`src/hw/rtl/sbs_pkg.sv`:
```
// Types and constants shared by the sorted bucket search block.
// No dependencies; used by sbs_front, sbs_queue, sbs_back and the top level.
`default_nettype none

package sbs_pkg;

	localparam int SCORE_W = 160;
	localparam int TYPE_W  = 8;
	localparam int SLOT_W  = 8;
	localparam int COUNT_W = 9;
	localparam int QDEPTH  = 2;

	localparam logic FUNC_WRITE  = 1'b0;
	localparam logic FUNC_SEARCH = 1'b1;

	// One classified command between front and back.
	typedef struct packed {
		logic               is_search;
		logic [SLOT_W-1:0]  slot;
		logic [SCORE_W-1:0] score;
		logic [TYPE_W-1:0]  etype;
		logic               any;
		logic [COUNT_W-1:0] count;
	} cmd_t;

	typedef struct packed {
		logic full;
		logic empty;
	} q_stat_t;

endpackage

`default_nettype wire

```
`src/hw/rtl/sbs_front.sv`:
```
// Front end: accepts input beats, drops out-of-range writes, clamps counts.
// Depends on sbs_pkg; feeds sbs_queue.
`default_nettype none

module sbs_front #(
	parameter int BUCKET_ENTRIES = 256
) (
	input  wire logic                       in_valid,
	output logic                            in_ready,
	input  wire logic                       func,
	input  wire logic [7:0]                 slot,
	input  wire logic [63:0]                score_a,
	input  wire logic [63:0]                score_b,
	input  wire logic [31:0]                score_c,
	input  wire logic [7:0]                 entry_type,
	input  wire logic                       any_type,
	input  wire logic [8:0]                 entry_count,
	input  wire sbs_pkg::q_stat_t           q_stat,
	output logic                            push,
	output sbs_pkg::cmd_t                   push_cmd
);

	logic slot_ok;

	assign in_ready = !q_stat.full;
	assign slot_ok  = 32'(slot) < BUCKET_ENTRIES;

	always_comb begin
		push_cmd.is_search = (func == sbs_pkg::FUNC_SEARCH);
		push_cmd.slot      = slot;
		push_cmd.score     = {score_a, score_b, score_c};
		push_cmd.etype     = entry_type;
		push_cmd.any       = any_type;
		// clamp the count to the bucket depth
		if (32'(entry_count) > BUCKET_ENTRIES) begin
			push_cmd.count = sbs_pkg::COUNT_W'(BUCKET_ENTRIES);
		end else begin
			push_cmd.count = entry_count;
		end
	end

	// drop writes aimed past the bucket
	assign push = in_valid && in_ready && (push_cmd.is_search || slot_ok);

endmodule

`default_nettype wire

```
`config.mk`:
```
export PLATFORM = sky130hd
export DESIGN_NAME = sbs_front
export DESIGN_NICKNAME = d
export VERILOG_FILES = /design/src/hw/rtl/sbs_pkg.sv /design/src/hw/rtl/sbs_front.sv
export SDC_FILE = /design/constraint.sdc
export NUM_CORES = 1
export LEC_CHECK = 0
export ABC_AREA = 1
export BUFFER_PORTS_ARGS = -buffer_cell sky130_fd_sc_hd__buf_2
export CAP_MARGIN = 0
export CORE_AREA = 2 2 148 150
export DETAILED_ROUTE_END_ITERATION = 8
export DIE_AREA = 0 0 150 152
export GPL_ROUTABILITY_DRIVEN = 0
export GPL_TIMING_DRIVEN = 0
export PLACE_DENSITY = 0.33
export SLEW_MARGIN = 40
export SYNTH_ARGS = -nofsm -noshare
export SYNTH_HDL_FRONTEND = slang
export SYNTH_SLANG_ARGS = --single-unit
export TNS_END_PERCENT = 1
```
`constraint.sdc`:
```
create_clock -name vclk -period 0.8
set_clock_uncertainty 0.2 [all_clocks]
set_input_delay 0.12 -clock vclk [all_inputs]
set_output_delay 0.12 -clock vclk [all_outputs]
set_load 0.02 [all_outputs]
```
Yosys cells after proc, flatten, opt, wreduce, memory -nomap -nowiden
Index checks and enable logic that the tools add are counted.
{ "totals": {"register_bits": 0, "input_bits": 190, "output_inout_bits": 189, "wordCells": 4} }
{ "op_classes": {"magnitude_cmp": 1, "mux": 1, "n_reduce_logical": 2} }
{ "ops": {"columns": ["cell", "n"], "rows": [
  ["9-bit greater-than comparator (second input constant)", 1],
  ["9-bit two-way mux", 1],
  ["1-bit logical AND", 1],
  ["1-bit zero test", 1]
]} }

Longest topological paths before layout
{ "logic_depth": {"ltp_word": 2, "depth_mapped": 5, "mapped_depth_nobuf": 5} }

Worst setup path after synthesis
Ideal clock, no wire load.
{ "synth_path": {"path_type": "in2out", "startpoint": "input port entry_count[3]", "endpoint": "output port push_cmd[0] in the netlist's numbering", "arrival_time_ns": 0.715, "required_time_ns": 0.480, "slack_ns": -0.235, "path_stages": 5, "path_buffers": 0, "path_cell_list": "nor2_1 -> nand2_1 -> nor2_2 -> nor2_2 -> nor2_1"} }
{ "synth_rtl": {"columns": ["item", "line", "rtl"], "rows": [
  ["start, declared", "sbs_front.sv:17", "input wire logic [8:0] entry_count,"],
  ["end, declared", "sbs_front.sv:20", "output sbs_pkg::cmd_t push_cmd"]
]} }

==> metrics <==
outcome complete, but fails checks; failing checks negative setup slack; vias post-DR 1,773; Layout fillers 2,486; Syn-to-layout area delta 102%; final period utilization 148%; Die X 150 µm; Slowest cell on crit path nor2_4; Hold Vio Cnt, Final 0; vias in the first global route 1,526; WL/cell 9.22 µm; top sig layer met4; leakage power 0.00176 µW; Detailed Place HPWL 6110 µm; fin area 2930 µm²; Hold WS 0.256 ns; startpoint types input port; Post-Route Utilization 13.7%; met1 WL 1790 µm; die area 22,800 µm²; Adder-Cell Fraction of Synth Area 0%; DR WL met2 3680 µm; post-synthesis compound-gate area fraction 0%; main combinational cell family by area after synthesis buffers and inverters; Site Rows 54; initial antenna violation count 0; remaining antenna violation count 0; Buf+Inv Stages, Crit Path 2; worst path cell trace buf_2, nor2_1, nand2_1, nor2_2, nor2_4, nor2_4, buf_6; Sequential Area 0 µm²; # diodes 0; synthesized area per cell 7.01 µm²; first-pass GRT wire length 7860 µm; Seq/Total Area, Yosys 0%; DP Area 2850 µm²; PwrDens 665 nW/µm²; commonest non-fill, non-tap cell in the layout buf_2; Die Ht 152 µm; Mapped Nets 397; 1st-iter DRT viols 30; multi-input logic area 124 µm²; core area 21,400 µm²; Synth Area in Simple Gates 4.75%; MaxCap Viol Count 0; largest net degree at the start of global routing 7; Netlist Area Pre-Place 1450 µm²; peak supply drop 0.157 mV; Final min period 1.18 ns; CP Data Required Time 0.48 ns; critical path capture point type output port; DRC Markers 0; Ports 379; share of layout cells above drive strength 1 95.3%; Hold WC Path Type in -> out; Setup WS post-layout -0.382 ns; synth unique cells 6; setup TNS -2.26 ns; Seq cells 0; multiplexer share of the synthesized area 0%; total grt overflow 0; FMAX 846 MHz; clkbuf count 0; crit path max fanout 6; Slew Limit Fails 0; Via density 2.58; PortBufs 200; cts hold-fix bufs 0; CP most frequent cell nor2_4; Max transition margin 74.5%; Worst-Margin Slew 0.382 ns; WL final 6330 µm; Initial Util 6.79%; critical path arrival 0.86 ns; most frequent cells in the layout buf_2 (186), buf_4 (181), inv_1 (11), buf_6 (11), nor2_4 (7); Cells after Synth 207; Initial DRT Pass Iterations 4; xor and xnor area share after synthesis 0%; RSZ-0062 raised after global routing yes; WS Path Type in -> out; Crit path largest cell delay 0.31 ns; delay-heaviest family, CP simple AND/OR/NAND/NOR gates; final net count 599; final setup fails 6; WL met3 852 µm; Synth warnings 0; GRT Total Usage 4.39%
## through the flow
| step | cells | setup slack (ns) | power (µW) |
|---|---|---|---|
| 2_1_floorplan | 207 | -0.163 | 1400 |
| 3_3_place_gp | 687 | -0.439 | 1940 |
| 3_5_place_dp | 687 | -0.436 | 1930 |
| 4_1_cts | 687 | -0.392 | 1970 |
| 5_1_grt | 687 | -0.440 | 2070 |
| 6_report | 687 | -0.382 | 1950 |
## synthesized netlist by cell type (all sizes together)
master  number  area, µm²
inv         11       41.3
clkbuf       1       3.75
buf        178       1340
nor2        15       61.3
nand2        2       7.51
## cell type report
type                            count  area share, %
Inverter                           11           1.41
Timing Repair Buffer              200           36.7
Multi-Input combinational cell     17           4.22
Tap cell                          280           11.9
Buffer                            179           45.7
## report_power, final
part | total (µW) | switching [µW] | internal, µW | leakage (µW)
clock | 0 | 0 | 0 | 0
combinational | 1950 | 998 | 953 | 0.00176
sequential | 0 | 0 | 0 | 0
## what timing repair did
item                                    CTS  global route
setup buffers                             0             0
endpoints found under the setup margin   10             8
gates resized for setup                  22             2
pin swaps                                 2             0
## final timing paths
check           start             to  slack (ns)  cells after the start
max    entry_count[7]    push_cmd[7]       -0.38                      7
min       score_b[60]  push_cmd[110]        0.26                      2
## kinds of logic (layout without fill, tap and decap cells)
logic type | count (synthesis) | count (layout)
buffers and inverters | 190 | 390
AND/OR/NAND/NOR | 17 | 17
## layer usage
layer / GRT usage [%] / up-vias
li1: - / 831
met1: 3.95 / 728
met2: 10.4 / 212
met3: 0.330 / 2
met4: 0.0898 / 0
met5: 0 / -
(Power assumes the default switching activity.)
