### src/hw/rtl/sbs_pkg.sv
// Types and constants shared by the sorted bucket search block.
// No dependencies; used by sbs_front, sbs_queue, sbs_back and the top level.
`default_nettype none

package sbs_pkg;

	localparam int SCORE_W = 160;
	localparam int TYPE_W  = 8;
	localparam int SLOT_W  = 8;
	localparam int COUNT_W = 9;
	localparam int QDEPTH  = 2;

	localparam logic FUNC_WRITE  = 1'b0;
	localparam logic FUNC_SEARCH = 1'b1;

	// One classified command between front and back.
	typedef struct packed {
		logic               is_search;
		logic [SLOT_W-1:0]  slot;
		logic [SCORE_W-1:0] score;
		logic [TYPE_W-1:0]  etype;
		logic               any;
		logic [COUNT_W-1:0] count;
	} cmd_t;

	typedef struct packed {
		logic full;
		logic empty;
	} q_stat_t;

endpackage

`default_nettype wire

### src/hw/rtl/sbs_queue.sv
// Short command queue between front and back.
// Depends on sbs_pkg (cmd_t, q_stat_t, QDEPTH).
`default_nettype none

module sbs_queue (
	input  wire logic              clk,
	input  wire logic              arst_n,
	input  wire logic              push,
	input  wire sbs_pkg::cmd_t     push_cmd,
	input  wire logic              pop,
	output sbs_pkg::cmd_t          head,
	output sbs_pkg::q_stat_t       stat
);

	localparam int PW = (sbs_pkg::QDEPTH > 1) ? $clog2(sbs_pkg::QDEPTH) : 1;
	localparam int CW = $clog2(sbs_pkg::QDEPTH + 1);

	sbs_pkg::cmd_t  slots_q [sbs_pkg::QDEPTH];
	logic [PW-1:0]  wr_ptr_q;
	logic [PW-1:0]  rd_ptr_q;
	logic [CW-1:0]  fill_q;

	function automatic logic [PW-1:0] ptr_inc(input logic [PW-1:0] p);
		if (32'(p) == sbs_pkg::QDEPTH - 1) begin
			return '0;
		end
		return p + PW'(1);
	endfunction

	assign head       = slots_q[rd_ptr_q];
	assign stat.full  = (32'(fill_q) == sbs_pkg::QDEPTH);
	assign stat.empty = (fill_q == '0);

	always_ff @(posedge clk) begin
		if (push) begin
			slots_q[wr_ptr_q] <= push_cmd;
		end
	end

	always_ff @(posedge clk or negedge arst_n) begin
		if (!arst_n) begin
			wr_ptr_q <= '0;
			rd_ptr_q <= '0;
			fill_q   <= '0;
		end else begin
			if (push) begin
				wr_ptr_q <= ptr_inc(wr_ptr_q);
			end
			if (pop) begin
				rd_ptr_q <= ptr_inc(rd_ptr_q);
			end
			if (push && !pop) begin
				fill_q <= fill_q + CW'(1);
			end else if (pop && !push) begin
				fill_q <= fill_q - CW'(1);
			end
		end
	end

endmodule

`default_nettype wire

### config.mk
export PLATFORM = sky130hd
export DESIGN_NAME = sbs_queue
export DESIGN_NICKNAME = d
export VERILOG_FILES = /design/src/hw/rtl/sbs_pkg.sv /design/src/hw/rtl/sbs_queue.sv
export SDC_FILE = /design/constraint.sdc
export NUM_CORES = 1
export LEC_CHECK = 0
export BUFFER_PORTS_ARGS = -buffer_cell sky130_fd_sc_hd__buf_4
export CORE_MARGIN = 2
export CORE_UTILIZATION = 56
export DETAILED_ROUTE_END_ITERATION = 16
export GPL_ROUTABILITY_DRIVEN = 0
export PLACE_DENSITY = 0.8
export SLEW_MARGIN = 20
export SYNTH_ARGS = -nofsm -noshare
export SYNTH_HDL_FRONTEND = slang
export SYNTH_SLANG_ARGS = --single-unit
### constraint.sdc
create_clock -name clk -period 25.5 [get_ports clk]
set_input_delay 1.275 -clock clk [delete_from_list [all_inputs] [get_ports clk]]
set_output_delay 1.275 -clock clk [all_outputs]
set_load 0.005 [all_outputs]
Yosys cells after proc, flatten, opt, wreduce, memory -nomap -nowiden. Memories as Yosys holds them, arrays and structs flattened. Index checks and enable logic that the tools add are counted.

Eq/ne operators: 1. Add/sub/neg operators: 4. Multiplexer cells: 12. Reduce and logical (&&, ||, !) cells: 6.

Operators by type and width (number): two-way mux 1 bit (10); two-way mux 2 bit (2); adder 1 bit, second input constant (2); adder 2 x 1 -> 2 bit, second input constant (1); equality test 2 bit, second input constant (1); logical AND 1 bit (2); logical NOT 1 bit (2); logical NOT 2 bit (1); nonzero test 2 bit (1); subtractor 2 x 1 -> 2 bit, second input constant (1).

Memories: 1. Bits of input ports: 191. Register bits: 4. Bits in writable memories: 374. Word-level logic and storage cells: 27. Output and inout port bits: 189.

Memory list: slots_q (depth 2, bits a word 187, read ports 1, clocked after Yosys merged registers in 0, write ports 1, RTL line sbs_queue.sv:18) `sbs_pkg::cmd_t slots_q [sbs_pkg::QDEPTH];`.

Longest topological paths before layout.
Depth in word-level cells: 4. Mapped depth: 5. Mapped depth without buffers: 5.

Worst setup path after synthesis. No wires, ideal clock.

Path kind: input -> register. From: input push. To: memory slots_q[0][0] (netlist bit) (enable). Stages: 1. Arrival time: 9343 ps. Setup slack: 15397 ps. Library setup time: 759 ps. Cells stage by stage: nor2b_1.

Cells in the longest elaborated chain, start to end: 2.

RTL lines: start, declared (RTL line sbs_queue.sv:8) `input wire logic push,`; two-way mux 1 bit (RTL line sbs_queue.sv:35) `if (push) begin`; two-way mux 1 bit (not written as such) (RTL line sbs_queue.sv:36) `slots_q[wr_ptr_q] <= push_cmd;`; end, declared (RTL line sbs_queue.sv:18).

Every way passes these cells.

==> results.cfg <==
[timing]
rsz0062_at_grt = false
fin_skew_ps = 9.121
slew-limit-headroom = 0.2561
worst_pin_slew_ps = 1116
fin_crit_sh = 0.1791
slew_violations = 0
timing_hold_violations_final = 0
fin_crit_ps = 4568
max_freq_mhz = 218.9
setup_tns_ps = 0
setup-violations-final = 0

[layout]
layout.nets = 1194
multi_input_area_sq_um = 2577
register_area_sq_um = 11330
mostFrequentLayoutCells = buf_4, edfxtp_1, mux2_4
final_area_sq_um = 18320
final_common_cell = buf_4
drive_above_1_share = 0.6107
areaGrowthSynthToFinish_pct = 29.91
fill_cells = 1463

[yosys]
postSynthCellCount = 598
synth_cell_types = 13
synth_top_family_by_area = multiplexers
synth-simple-area-share = 0.001863
synth.yosys.seq_area_share = 0.8035
avgSynthCellArea_sq_um = 23.58
synth_area_sq_um = 14100
synth_compound_area_frac = 0
synth-seq-cells = 378
synth_fa_ha_area_frac = 0.0008873
synth_xor_area_frac = 0.003106
synth_warnings = 0
synthMuxAreaShare = 0.1762
synthesis.nets = 790

[drt]
drcViolationCount = 0
met2_length_um = 14400
antenna_left = 0
via_count = 6947
highest_layer = met4
viasPerCell = 5.123
dr_wl_met3_um = 3233
drt_iter0_drc = 461
drt-wirelength-per-cell_um = 21.18
routed_wl_um = 28720
drtPass1Iterations = 4
met1_length_um = 9965

[worst_setup_path]
crit_required_ps = 24230
crit_arrival_ps = 3290
crit_chain = buf_4 -> mux2_2 -> buf_4
critPathMaxStageDelay_ps = 1130
cp-end-kind = primary output
critPathLaunchType = register
cp_max_fo = 74
crit_top_cell = buf_4
worst_path_max_delay_cell = dfrtp_4
critical_path_class = register to primary output

[floorplan]
dieArea_sq_um = 26470
rows = 58
core-area_sq_um = 24960
io_pins = 380
die_h_um = 162.7
initial_core_util = 0.5649
die_w_um = 162.7

[power_and_ir_drop]
leakage_nw = 7.169
peakVddDrop_uv = 82.65
power.density_nw_per_um2 = 107.7
power.total_mw = 1.973

[cts]
clk_latency_ps = 490
clock-sinks = 378
cts_tree = built
holdBufCountCts = 0
path_clk_slew_ps = 60
ctsResizeCount = 0
cts_setup_buffers = 0
cts_buffers = 37
cts_buffer_depth = 3
ctsRootBufferMaster = clkbuf_16
h-tree-depth = 2

[grt]
grt_max_degree = 75
antenna_found_initial = 1
grt_overflow_total = 0
grt_pass1_vias = 7423
grt_pass1_wl_um = 41220
grt_util_all_layers = 0.2090

[outcome]
status = finished, final reports clean

[flow_run]
max_cap_viol_count = 0

[placement]
port_buffers = 379
place_hpwl_um = 19370
post_dp_cell_area_sq_um = 17230

[min_path]
hp-class = register to register
==> synthesized netlist by cell type <==
cell type,number,share of area
and2_1,1,0.00044
buf_2,6,0.0021
buf_6,15,0.012
dfrtp_1,4,0.0071
edfxtp_1,374,0.80
ha_1,1,0.00089
inv_1,1,0.00027
mux2_2,86,0.069
mux2_4,101,0.11
nor2_1,2,0.00053
nor2b_1,2,0.00089
xnor2_1,1,0.00062
xor2_1,4,0.0025
==> stage by stage <==
stage	utilization	std cells	worst slack, ps	hold slack, ps
after floorplan	-	598	15400	453.1
after global routing	0.7338	1356	20760	515.4
after CTS	0.7337	1355	20910	496.4
after detailed placement	0.6901	1293	21460	483.6
after global placement	0.6901	1293	21450	487.5
final	0.7338	1356	20930	498.1
==> registers in the layout (all words and copies together), names as in the netlist <==
signal / flops
rd_ptr_q: 1
fill_q: 2
slots_q: 374
wr_ptr_q: 1
==> final timing paths <==
| path | from | to | slack, ps | cells after the start |
|---|---|---|---|---|
| setup / recovery | rd_ptr_q | head[176] | 20930 | 3 |
| hold / removal | fill_q[1] | fill_q[1] | 500 | 1 |
| setup reg to reg | wr_ptr_q | slots_q[0][114] | 22860 | 3 |
| hold reg to reg | fill_q[1] | fill_q[1] | 500 | 1 |
| max in group asynchronous | arst_n | rd_ptr_q | 24820 | 1 |
| min in group asynchronous | arst_n | fill_q[1] | 560 | 1 |
==> routing by layer <==
layer,track usage,vias up
met4,0.08568,0
li1,-,3184
met2,0.3573,326
met1,0.2299,3368
met3,0.08964,69
met5,0,-
==> worst max-delay path, delay by kind of cell, from the launching register on <==
| kind | cells | cell delay, ps |
|---|---|---|
| DFF | 1 | 1130 |
| buffers and inverters | 2 | 1050 |
| muxes | 1 | 440 |
==> power breakdown <==
group	total, mW	switching, mW	internal, mW
clock	0.495	0.210	0.285
combinational	0.597	0.245	0.351
sequential	0.882	0.0556	0.826
==> logic make-up (layout without fill, tap and decap cells) <==
kind of cell	count (synthesis)	in the layout
buf+inv	22	449
fa+ha+maj	1	1
other cells	0	1
simple gates	5	5
xor+xnor	5	5
mux	187	187
flops	378	378
==> layout make-up <==
cell class                      count  share of cell area
Antenna cell                        1           0.0001366
Clock buffer                       49             0.05464
Clock inverter                     13            0.004849
Inverter                            1           0.0002049
Multi-Input combinational cell    198              0.1407
Sequential cell                   378              0.6187
Tap cell                          330             0.02254
Timing Repair Buffer              386              0.1582
Note: power is estimated with default switching activity, not from simulation.
